--- src/sv/bdlp_pkg.sv ---
// Shared types and constants for the button debouncer with long-press detection.
package bdlp_pkg;

    // Width of every mask field carried on the streams
    localparam int FIELD_W = 5;
    // Width of the configuration write data and of the register index
    localparam int CFG_W     = 16;
    localparam int CFG_IDX_W = 2;
    // Stream data widths, rounded up to whole bytes
    localparam int S_TDATA_W = 8;
    localparam int M_TDATA_W = 16;

    localparam logic [CFG_W-1:0]   DEBOUNCE_TICKS_RST    = 16'd100;
    localparam logic [CFG_W-1:0]   LONG_PRESS_TICKS_RST  = 16'd1000;
    localparam logic [FIELD_W-1:0] LONG_PRESS_ENABLE_RST = 5'd7;

    typedef enum logic [CFG_IDX_W-1:0] {
        CFG_DEBOUNCE_TICKS    = 2'd0,
        CFG_LONG_PRESS_TICKS  = 2'd1,
        CFG_LONG_PRESS_ENABLE = 2'd2
    } cfg_index_t;

    // What one channel sees of the shared state on a tick
    typedef struct packed {
        logic pin;
        logic prev_pin;
        logic level;
        logic enable;
    } lane_in_t;

    // What one channel reports back on a tick
    typedef struct packed {
        logic flip;
        logic long_press;
    } lane_out_t;

endpackage

--- src/sv/bdlp_channel.sv ---
// One channel: debounce countdown, recheck flag and long-press countdown.
module bdlp_channel
    import bdlp_pkg::*;
#(
    parameter int COUNT_WIDTH = 16
) (
    input  logic                   aclk,
    input  logic                   aresetn,
    input  logic                   step,
    input  lane_in_t               lane_in,
    input  logic [COUNT_WIDTH-1:0] deb_load,
    input  logic [COUNT_WIDTH-1:0] hold_load,
    output lane_out_t              lane_out
);

    logic [COUNT_WIDTH-1:0] deb_cnt_reg, deb_cnt_next;
    logic                   deb_armed_reg, deb_armed_next;
    logic                   recheck_reg, recheck_next;
    logic [COUNT_WIDTH-1:0] hold_cnt_reg, hold_cnt_next;
    logic                   hold_armed_reg, hold_armed_next;

    logic edge_seen;
    logic check;
    logic expire;
    logic cnt_low;
    logic hold_low;

    assign cnt_low  = (deb_cnt_reg <= COUNT_WIDTH'(1));
    assign hold_low = (hold_cnt_reg <= COUNT_WIDTH'(1));
    assign edge_seen = (lane_in.prev_pin == lane_in.level) && (lane_in.pin != lane_in.level);

    always_comb begin
        deb_cnt_next    = deb_cnt_reg;
        deb_armed_next  = deb_armed_reg;
        recheck_next    = recheck_reg;
        hold_cnt_next   = hold_cnt_reg;
        hold_armed_next = hold_armed_reg;
        check           = 1'b0;
        expire          = 1'b0;

        // Long-press countdown runs on the state from the start of the tick
        if (hold_armed_reg) begin
            if (hold_low) begin
                hold_armed_next = 1'b0;
                hold_cnt_next   = '0;
                expire          = 1'b1;
            end else begin
                hold_cnt_next = hold_cnt_reg - COUNT_WIDTH'(1);
            end
        end

        priority if (edge_seen) begin
            deb_cnt_next   = deb_load;
            deb_armed_next = 1'b1;
            recheck_next   = 1'b0;
        end else if (recheck_reg) begin
            recheck_next = 1'b0;
            check        = 1'b1;
        end else if (deb_armed_reg) begin
            if (cnt_low) begin
                deb_armed_next = 1'b0;
                deb_cnt_next   = '0;
                check          = 1'b1;
            end else begin
                deb_cnt_next = deb_cnt_reg - COUNT_WIDTH'(1);
            end
        end else begin
            // Idle: hold the debounce state
        end

        if (check) begin
            priority if (!lane_in.level && lane_in.pin) begin
                if (lane_in.enable) begin
                    hold_cnt_next   = hold_load;
                    hold_armed_next = 1'b1;
                end
            end else if (lane_in.level && !lane_in.pin) begin
                if (lane_in.enable) begin
                    hold_armed_next = 1'b0;
                end
            end else begin
                // Pin bounced back before the check: flip anyway, look again next tick
                recheck_next = 1'b1;
            end
        end
    end

    assign lane_out.flip       = check;
    assign lane_out.long_press = expire;

    always_ff @(posedge aclk) begin
        if (!aresetn) begin
            deb_cnt_reg    <= '0;
            deb_armed_reg  <= 1'b0;
            recheck_reg    <= 1'b0;
            hold_cnt_reg   <= '0;
            hold_armed_reg <= 1'b0;
        end else if (step) begin
            deb_cnt_reg    <= deb_cnt_next;
            deb_armed_reg  <= deb_armed_next;
            recheck_reg    <= recheck_next;
            hold_cnt_reg   <= hold_cnt_next;
            hold_armed_reg <= hold_armed_next;
        end
    end

endmodule

--- src/sv/button_debounce_long_press.sv ---
// Each result is registered on the transfer of its input tick.
// Throughput: one tick per cycle; the input is taken whenever the result register is
// empty or being drained, and every channel updates in parallel in that same cycle.
// Reset (aresetn low, synchronous) restores the configuration defaults, clears all
// counters and levels, and empties the result register; the next tick loads levels.
module button_debounce_long_press
    import bdlp_pkg::*;
#(
    parameter int CHANNELS    = 5,
    parameter int COUNT_WIDTH = 16
) (
    input  logic                 aclk,
    input  logic                 aresetn,
    // Input stream
    input  logic                 s_tvalid,
    output logic                 s_tready,
    input  logic [S_TDATA_W-1:0] s_tdata,   // [4:0] pin_levels, [7:5] zero
    // Result stream
    output logic                 m_tvalid,
    input  logic                 m_tready,
    output logic [M_TDATA_W-1:0] m_tdata,   // [4:0] level_mask, [9:5] change_mask,
                                            // [14:10] long_press_mask, [15] zero
    // Configuration writes
    input  logic                 cfg_wr_en,
    input  logic [CFG_IDX_W-1:0] cfg_index,
    input  logic [CFG_W-1:0]     cfg_wdata
);

    logic [CFG_W-1:0]   debounce_ticks_reg;
    logic [CFG_W-1:0]   long_press_ticks_reg;
    logic [FIELD_W-1:0] long_press_enable_reg;

    logic                started_reg;
    logic [CHANNELS-1:0] level_reg, level_next;
    logic [CHANNELS-1:0] prev_pin_reg;

    logic                 m_tvalid_reg;
    logic [M_TDATA_W-1:0] m_tdata_reg, m_tdata_next;

    logic                   accept;
    logic                   step;
    logic [CHANNELS-1:0]    pins;
    logic [CHANNELS-1:0]    enable;
    logic [CHANNELS-1:0]    change;
    logic [CHANNELS-1:0]    long_press;
    logic [COUNT_WIDTH-1:0] deb_load;
    logic [COUNT_WIDTH-1:0] hold_load;

    assign s_tready = !m_tvalid_reg || m_tready;
    assign accept   = s_tvalid && s_tready;
    assign step     = accept && started_reg;

    assign pins      = CHANNELS'(s_tdata[FIELD_W-1:0]);
    assign enable    = CHANNELS'(long_press_enable_reg);
    assign deb_load  = COUNT_WIDTH'(debounce_ticks_reg);
    assign hold_load = COUNT_WIDTH'(long_press_ticks_reg);

    // Configuration registers
    always_ff @(posedge aclk) begin
        if (!aresetn) begin
            debounce_ticks_reg    <= DEBOUNCE_TICKS_RST;
            long_press_ticks_reg  <= LONG_PRESS_TICKS_RST;
            long_press_enable_reg <= LONG_PRESS_ENABLE_RST;
        end else if (cfg_wr_en) begin
            unique case (cfg_index)
                CFG_DEBOUNCE_TICKS:    debounce_ticks_reg    <= cfg_wdata;
                CFG_LONG_PRESS_TICKS:  long_press_ticks_reg  <= cfg_wdata;
                CFG_LONG_PRESS_ENABLE: long_press_enable_reg <= cfg_wdata[FIELD_W-1:0];
                default: ;
            endcase
        end
    end

    for (genvar i = 0; i < CHANNELS; i++) begin : g_lane
        lane_in_t  lane_in;
        lane_out_t lane_out;

        assign lane_in.pin      = pins[i];
        assign lane_in.prev_pin = prev_pin_reg[i];
        assign lane_in.level    = level_reg[i];
        assign lane_in.enable   = enable[i];

        bdlp_channel #(
            .COUNT_WIDTH (COUNT_WIDTH)
        ) u_channel (
            .aclk      (aclk),
            .aresetn   (aresetn),
            .step      (step),
            .lane_in   (lane_in),
            .deb_load  (deb_load),
            .hold_load (hold_load),
            .lane_out  (lane_out)
        );

        assign change[i]     = lane_out.flip;
        assign long_press[i] = lane_out.long_press;
    end

    always_comb begin
        if (started_reg) begin
            level_next   = level_reg ^ change;
            m_tdata_next = M_TDATA_W'({FIELD_W'(long_press), FIELD_W'(change),
                                       FIELD_W'(level_next)});
        end else begin
            // First tick: load levels silently
            level_next   = pins;
            m_tdata_next = M_TDATA_W'(FIELD_W'(pins));
        end
    end

    always_ff @(posedge aclk) begin
        if (!aresetn) begin
            started_reg  <= 1'b0;
            level_reg    <= '0;
            prev_pin_reg <= '0;
            m_tvalid_reg <= 1'b0;
        end else begin
            if (accept) begin
                started_reg  <= 1'b1;
                level_reg    <= level_next;
                prev_pin_reg <= pins;
                m_tvalid_reg <= 1'b1;
            end else if (m_tready) begin
                // Result taken and nothing new: drop valid
                m_tvalid_reg <= 1'b0;
            end
        end
    end

    always_ff @(posedge aclk) begin
        if (accept) begin
            m_tdata_reg <= m_tdata_next;
        end
    end

    assign m_tvalid = m_tvalid_reg;
    assign m_tdata  = m_tdata_reg;

endmodule

--- config.mk ---
export PLATFORM = sky130hd
export DESIGN_NAME = button_debounce_long_press
export DESIGN_NICKNAME = d
export VERILOG_FILES = /design/src/sv/bdlp_pkg.sv /design/src/sv/bdlp_channel.sv /design/src/sv/button_debounce_long_press.sv
export SDC_FILE = /design/constraint.sdc
export NUM_CORES = 1
export LEC_CHECK = 0
export ABC_AREA = 1
export BUFFER_PORTS_ARGS = -buffer_cell sky130_fd_sc_hd__buf_2
export CAP_MARGIN = 20
export CORE_MARGIN = 3
export CORE_UTILIZATION = 40
export DETAILED_ROUTE_END_ITERATION = 7
export GPL_TIMING_DRIVEN = 0
export SLEW_MARGIN = 20
export SYNTH_ARGS = -nofsm -noshare
export SYNTH_HDL_FRONTEND = slang
export SYNTH_SLANG_ARGS = --single-unit
--- constraint.sdc ---
create_clock -name aclk -period 2.85 [get_ports aclk]
set_clock_uncertainty 0.1 [all_clocks]
set_input_delay 0.1425 -clock aclk [delete_from_list [all_inputs] [get_ports aclk]]
set_output_delay 0.1425 -clock aclk [all_outputs]
set_load 0.02 [all_outputs]
==> results of run 1 <==
-- final cells by class --
class / count / area, sq um / share of cell area, %
multi-input combinational: 1694 / 8520 / 50.7
buffer: 119 / 548 / 3.26
tap: 461 / 577 / 3.43
sequential: 239 / 4930 / 29.4
timing repair buffer: 70 / 480 / 2.86
clock buffer: 45 / 835 / 4.97
inverter: 228 / 856 / 5.09
antenna: 1 / 2.50 / 0.0149
clock inverter: 6 / 43.8 / 0.261
-- power groups by stage --
stage / Clock [uW] / Sequential (uW) / Combinational [uW]
after global routing: 3700 / 3700 / 2590
after CTS: 3570 / 3680 / 2280
after floorplan: 0 / 3720 / 1640
after global placement: 0 / 3750 / 2200
final: 3500 / 3690 / 2310
after detailed placement: 0 / 3750 / 2240
-- stage by stage --
| stage | hold WS [ns] | worst slack [ns] | util, % |
|---|---|---|---|
| after global placement | 0.321 | 0.481 | 43.4 |
| after detailed placement | 0.323 | 0.497 | 43.4 |
| final | 0.0715 | 0.433 | 46.6 |
| after floorplan | 0.156 | 0.993 | - |
| after global routing | 0.0683 | 0.299 | 46.6 |
| after CTS | 0.0546 | 0.465 | 46.6 |
-- routing by layer --
metal | vias up | GRT usage [%]
met2 | 604 | 43.0
met4 | 0 | 8.85
met5 | - | 0
met3 | 129 | 4.23
li1 | 7839 | -
met1 | 7484 | 35.8
-- final timing paths --
check	from	endpoint	slack [ns]	depth (start not counted)
setup / recovery	started_reg	g_lane[2].u_channel.hold_cnt_reg[5]	0.43	7
hold reg to reg	prev_pin_reg[1]	prev_pin_reg[1]	0.38	2
setup reg to reg	started_reg	g_lane[2].u_channel.hold_cnt_reg[5]	0.43	7
hold / removal	aresetn	g_lane[3].u_channel.hold_cnt_reg[3]	0.07	4
-- critical path, stage by stage (launching register included) --
cell and delay (ns):
dfxtp_1 0.45, inv_2 0.21, nor2_4 0.36, buf_2 0.27, clkbuf_1 0.60, nand3_1 0.18, nand2_1 0.10, nor2_1 0.05
-- kinds of logic after synthesis --
logic type	after synthesis
AOI/OAI and AO/OA	508
xor gates and xnor gates	53
adders and majority gates	30
buffers and inverters	347
DFF	239
other	1
and+or+nand+nor	1102
-- placed cells by master (no fill, tap or decap), types with 6 or more instances in the layout --
cell,n
o21ai_0,159
o22ai_1,10
nand3b_1,6
nor2_1,241
o211ai_1,9
nor2_2,8
xnor2_1,13
inv_1,222
o21ai_2,11
dfxtp_1,224
nor3_1,23
clkbuf_16,28
a221oi_1,14
nand2_1,480
nand4_1,102
buf_6,7
buf_2,71
a211oi_1,7
xor2_1,40
o21ai_1,10
a21oi_1,260
clkbuf_1,82
buf_1,9
edfxtp_1,15
a31oi_1,7
nand3_1,208
clkbuf_8,7
dlygate4sd3_1,26
or2_2,12
ha_1,30
-- repair_timing --
item,CTS,global route
buffers inserted,0,0
endpoints found under the hold margin,45,0
hold buffers,26,0
==> metrics.md, run 1 <==
| Metric | Value |
|---|---|
| Vias in the first global route | `14900` |
| CTS sink count | `239` |
| Die X | `199 um` |
| Max IR drop VDD | `428 uV` |
| Largest family of logic cells by synthesized area | `simple AND/OR/NAND/NOR gates` |
| Synth top cells by count | `480 x nand2_1, 260 x a21oi_1, 241 x nor2_1` |
| Nets | `2441` |
| Fin area | `16800 sq um` |
| Met2 WL | `23.7 mm` |
| Avg WL per Cell | `18.5 um` |
| Top_reg_cell synth | `dfxtp_1` |
| Setup Crit Path Kind | `register to register` |
| Period utilization | `84.8%` |
| Int Pwr | `6260 uW` |
| Placed cell area | `15700 sq um` |
| P_sw | `3240 uW` |
| Total global routing overflow | `0` |
| Post-synth cell types | `46` |
| First-pass GRT wire length | `82.5 mm` |
| Mapped Cells | `2280` |
| Placer Congestion | `0.953` |
| Synth Cell Area | `14900 sq um` |
| Placed Instances | `2785` |
| Vias per cell | `5.61` |
| Io pins | `49` |
| Max_slew headroom | `33.5%` |
| Worst EP arrival | `2.78 ns` |
| # Max-Cap Violations | `0` |
| Worst Path Required | `3.22 ns` |
| CTS tree | `done` |
| Share of cells above drive strength 1 | `7.62%` |
| Yosys top cell area share | `30.2%` |
| Post-synthesis mux area share | `0%` |
| Simple-gate portion of the synthesized area | `32.8%` |
| Highest metal used | `met4` |
| Part of the power in combinational logic | `24.3%` |
| Total die area | `39500 sq um` |
| Post-synth top area cell | `dfxtp_1` |
| Register area share after synthesis | `33.2%` |
| Hold Crit Class | `primary input to register` |
| P&R area growth vs syn | `13.1%` |
| DIE HEIGHT | `199 um` |
| Ys Warns | `0` |
| Switching Share | `34.1%` |
| Fin crit period | `2.42 ns` |
| Pwr Total | `9500 uW` |
| DP Wirelength | `38.2 mm` |
| Drt initial violations | `1554` |
| Clk_lat worst skew | `0.57 ns` |
| Largest net degree at the start of global routing | `19` |
| Mapped Nets | `2341` |
| Clock share of power | `36.9%` |
| Residual DRC count | `0` |
| Final Hold Vio Count | `0` |
| Overall Global Routing Usage | `26.4%` |
| Post_cts resized | `0` |
| Pre-antenna DRT Iters | `6` |
| Number of buffers created by CTS | `28` |
| Fin. max-slew vios | `0` |
| Fillcell total | `3788` |
| Final std cells w/o fill | `2863` |
| Power per standard cell area | `565 nW/um^2` |
| Final antenna-violating net count | `0` |
| Vias post-DR | `16100` |
| Critical path launch point type | `register` |
| Row count | `69` |
| Fmax | `0.414 GHz` |
| Fraction of the mapped netlist area in adder cells | `2.53%` |
| Clk buf depth | `3` |
| M1 wire length | `23.1 mm` |
| DRT Wirelength | `52.9 mm` |
| Seq cells post-synth | `239` |
| Met3 routed WL | `4.10 mm` |
| Status | `completed` |
| Share of async-settable or async-resettable flops after synthesis | `0%` |
| Leak | `0.00759 uW` |
| Htree depth | `1` |
| Antenna violations before repair | `0` |
| Synth Area in XOR/XNOR | `3.12%` |
| Post-synth EDFFs | `15` |
| Final TNS setup | `0 ns` |
| Top post-synthesis cells by area | `dfxtp_1 30%, nand2_1 12%, a21oi_1 8.8%` |
| Synth Area in Compound Gates | `18.8%` |
| Unrepaired setup endpoints after global routing | `no` |
| Crit. End Element | `register` |
| Most common cell in the netlist | `nand2_1` |
| Clk slew on worst S/H paths | `0.06 ns` |
| CTS root buf | `clkbuf_16` |
| Core ar. | `36100 sq um` |
| Initial Util | `41.2%` |
| # port buffers | `44` |
| Syn avg cell area | `6.52 sq um` |
| Sequential power share | `38.8%` |
| Max Fanout on Critical Path | `10` |
| Number of setup violations in the final report | `0` |
| Worst slew pin tran | `0.997 ns` |
Note: power is estimated with default switching activity, not from simulation.
==> run 2: changes to the inputs <==
==> constraint.sdc (replaced) <==
create_clock -name aclk -period 2.5 [get_ports aclk]
set_clock_uncertainty 0.1 [all_clocks]
set_input_delay 0.125 -clock aclk [delete_from_list [all_inputs] [get_ports aclk]]
set_output_delay 0.125 -clock aclk [all_outputs]
set_load 0.02 [all_outputs]
==> run 2 against run 1 <==
Net effect: maximum frequency grew 0.32%; hold slack lost 0.022 ns; largest cell class unchanged; critical endpoint unchanged; clock-buffer cell count is the same; utilization is essentially flat; worst setup slack lost 0.34 ns; power grew 14%; non-clock buffer count shrank 1; sequential share of layout area is essentially flat; flip-flop and latch count is the same.
==> metrics.md, run 2 (same netlist as run 1, synthesis figures left out) <==
| Metric | Value |
|---|---|
| Status | `completed (unchanged)` |
| Drt initial violations | `1533 (was 1554)` |
| Unrepaired setup endpoints after global routing | `no (unchanged)` |
| DIE HEIGHT | `199 um (unchanged)` |
| # Max-Cap Violations | `0 (unchanged)` |
| Most frequent cells in the layout | `480 x nand2_1, 260 x a21oi_1, 241 x nor2_1 (unchanged)` |
| Residual DRC count | `0 (unchanged)` |
| Part of the power in combinational logic | `24.3% (about the same)` |
| CTS sink count | `239 (unchanged)` |
| Hold Crit Class | `primary input to register (unchanged)` |
| Htree depth | `1 (unchanged)` |
| P_sw | `3690 uW (was 3240 uW)` |
| Worst-case reg-to-reg path depth | `7 (unchanged)` |
| Setup Crit Path Kind | `register to register (unchanged)` |
| Clk buf depth | `3 (unchanged)` |
| Clock share of power | `36.8% (was 36.9%)` |
| Final std cells w/o fill | `2861 (was 2863)` |
| Worst Hold Launch | `aresetn (unchanged)` |
| Commonest non-fill, non-tap cell in the layout | `nand2_1 (unchanged)` |
| Int Pwr | `7140 uW (was 6260 uW)` |
| Fin crit period | `2.41 ns (was 2.42 ns)` |
| Initial Util | `41.2% (unchanged)` |
| Final TNS setup | `0 ns (unchanged)` |
| Start point of the critical path | `started_reg (unchanged)` |
| Leak | `0.00760 uW (was 0.00759 uW)` |
| Largest net degree at the start of global routing | `19 (unchanged)` |
| Hold path cells | `4 (unchanged)` |
| Placer Congestion | `0.953 (unchanged)` |
| First-pass GRT wire length | `82.5 mm (unchanged)` |
| Worst EP arrival | `2.78 ns (about the same)` |
| Worst slew pin tran | `1.01 ns (was 0.997 ns)` |
| Row count | `69 (unchanged)` |
| CTS root buf | `clkbuf_16 (unchanged)` |
| Share of cells above drive strength 1 | `7.71% (was 7.62%)` |
| Period utilization | `96.4% (was 84.8%)` |
| Total global routing overflow | `0 (unchanged)` |
| Max_slew headroom | `32.3% (was 33.5%)` |
| Max IR drop VDD | `488 uV (was 428 uV)` |
| Clk slew on worst S/H paths | `0.06 ns (about the same)` |
| Crit. End Element | `register (unchanged)` |
| Final Hold Vio Count | `0 (unchanged)` |
| Clk_lat worst skew | `0.57 ns (about the same)` |
| Placed Instances | `2785 (unchanged)` |
| Antenna Cells | `0 (was 1)` |
| Critical path launch point type | `register (unchanged)` |
| CTS tree | `done (unchanged)` |
| Antenna violations before repair | `0 (unchanged)` |
| Die X | `199 um (unchanged)` |
| Final antenna-violating net count | `0 (unchanged)` |
| Nets | `2440 (was 2441)` |
| Overall Global Routing Usage | `26.4% (unchanged)` |
| Fmax | `0.415 GHz (was 0.414 GHz)` |
| Pre-antenna DRT Iters | `6 (unchanged)` |
| Sequential power share | `38.8% (about the same)` |
| DRT Wirelength | `52.9 mm (about the same)` |
| P&R area growth vs syn | `13.1% (about the same)` |
| DP Wirelength | `38.2 mm (unchanged)` |
| Power per standard cell area | `644 nW/um^2 (was 565 nW/um^2)` |
| Core ar. | `36100 sq um (unchanged)` |
| # port buffers | `44 (unchanged)` |
| Worst r2r src | `started_reg (unchanged)` |
| Total die area | `39500 sq um (unchanged)` |
| Vias post-DR | `16100 (about the same)` |
| Vias per cell | `5.62 (was 5.61)` |
| Number of setup violations in the final report | `0 (unchanged)` |
| Fin. max-slew vios | `0 (unchanged)` |
| Vias in the first global route | `14900 (unchanged)` |
| Avg WL per Cell | `18.5 um (about the same)` |
| Worst Path Required | `2.87 ns (was 3.22 ns)` |
| Switching Share | `34.1% (about the same)` |
| Io pins | `49 (unchanged)` |
| Number of buffers created by CTS | `28 (unchanged)` |
| Max Fanout on Critical Path | `10 (unchanged)` |
[run 2: worst paths after layout]
check,endpoint,slack (ns)
setup reg to reg,g_lane[2].u_channel.hold_cnt_reg[5],0.09
hold reg to reg,prev_pin_reg[1],0.38
setup / recovery,g_lane[2].u_channel.hold_cnt_reg[5],0.09
hold / removal,g_lane[3].u_channel.hold_cnt_reg[3],0.05
[run 2: repair_timing]
action,4_1_cts,5_1_grt
buffers inserted,0,0
endpoints found under the hold margin,47,0
endpoints found under the setup margin,0,10
gates resized for setup,0,5
hold buffers,26,0
[run 2: critical path: stages, from the launching register on]
cell and delay (ns):
dfxtp_1 0.45, inv_2 0.21, nor2_4 0.37, buf_2 0.27, clkbuf_1 0.58, nand3_1 0.18
nand2_1 0.10, nor2_1 0.05
[run 2: power by group through the flow]
stage	Clock, uW	Sequential, uW	Combinational (uW)
6_report	3990	4200	2640
5_1_grt	4220	4220	2960
4_1_cts	4070	4200	2600
3_5_place_dp	0	4280	2550
3_3_place_gp	0	4280	2510
2_1_floorplan	0	4240	1870
[run 2: layout make-up]
| class | instances | area (sq um) |
|---|---|---|
| buffer | 118 | 552 |
| clock buffer | 45 | 835 |
| clock inverter | 6 | 43.8 |
| fill | 3787 | 19300 |
| inverter | 228 | 856 |
| multi-input combinational | 1694 | 8530 |
| sequential | 239 | 4930 |
| tap | 461 | 577 |
| timing repair buffer | 70 | 480 |
[run 2: metal layers]
metal	GRT usage [%]	wire [um]	up-vias	share of wire, %
li1	-	-	7837	-
met1	35.8	23200	7518	44
met2	43.0	23800	587	45
met3	4.23	3970	127	7.5
met4	8.85	2010	0	3.8
met5	0	0	-	0
[run 2: stage by stage]
stage,total power [uW],util [%],hold WS (ns),cell area [sq um],worst slack [ns]
global placement,6790,43.4,0.304,15700,0.131
CTS,10900,46.6,0.0371,16800,0.115
global route,11400,46.6,0.0508,16800,0.00509
detailed placement,6830,43.4,0.306,15700,0.147
floorplan,6110,-,0.138,14900,0.643
finish,10800,46.6,0.0497,16800,0.0909
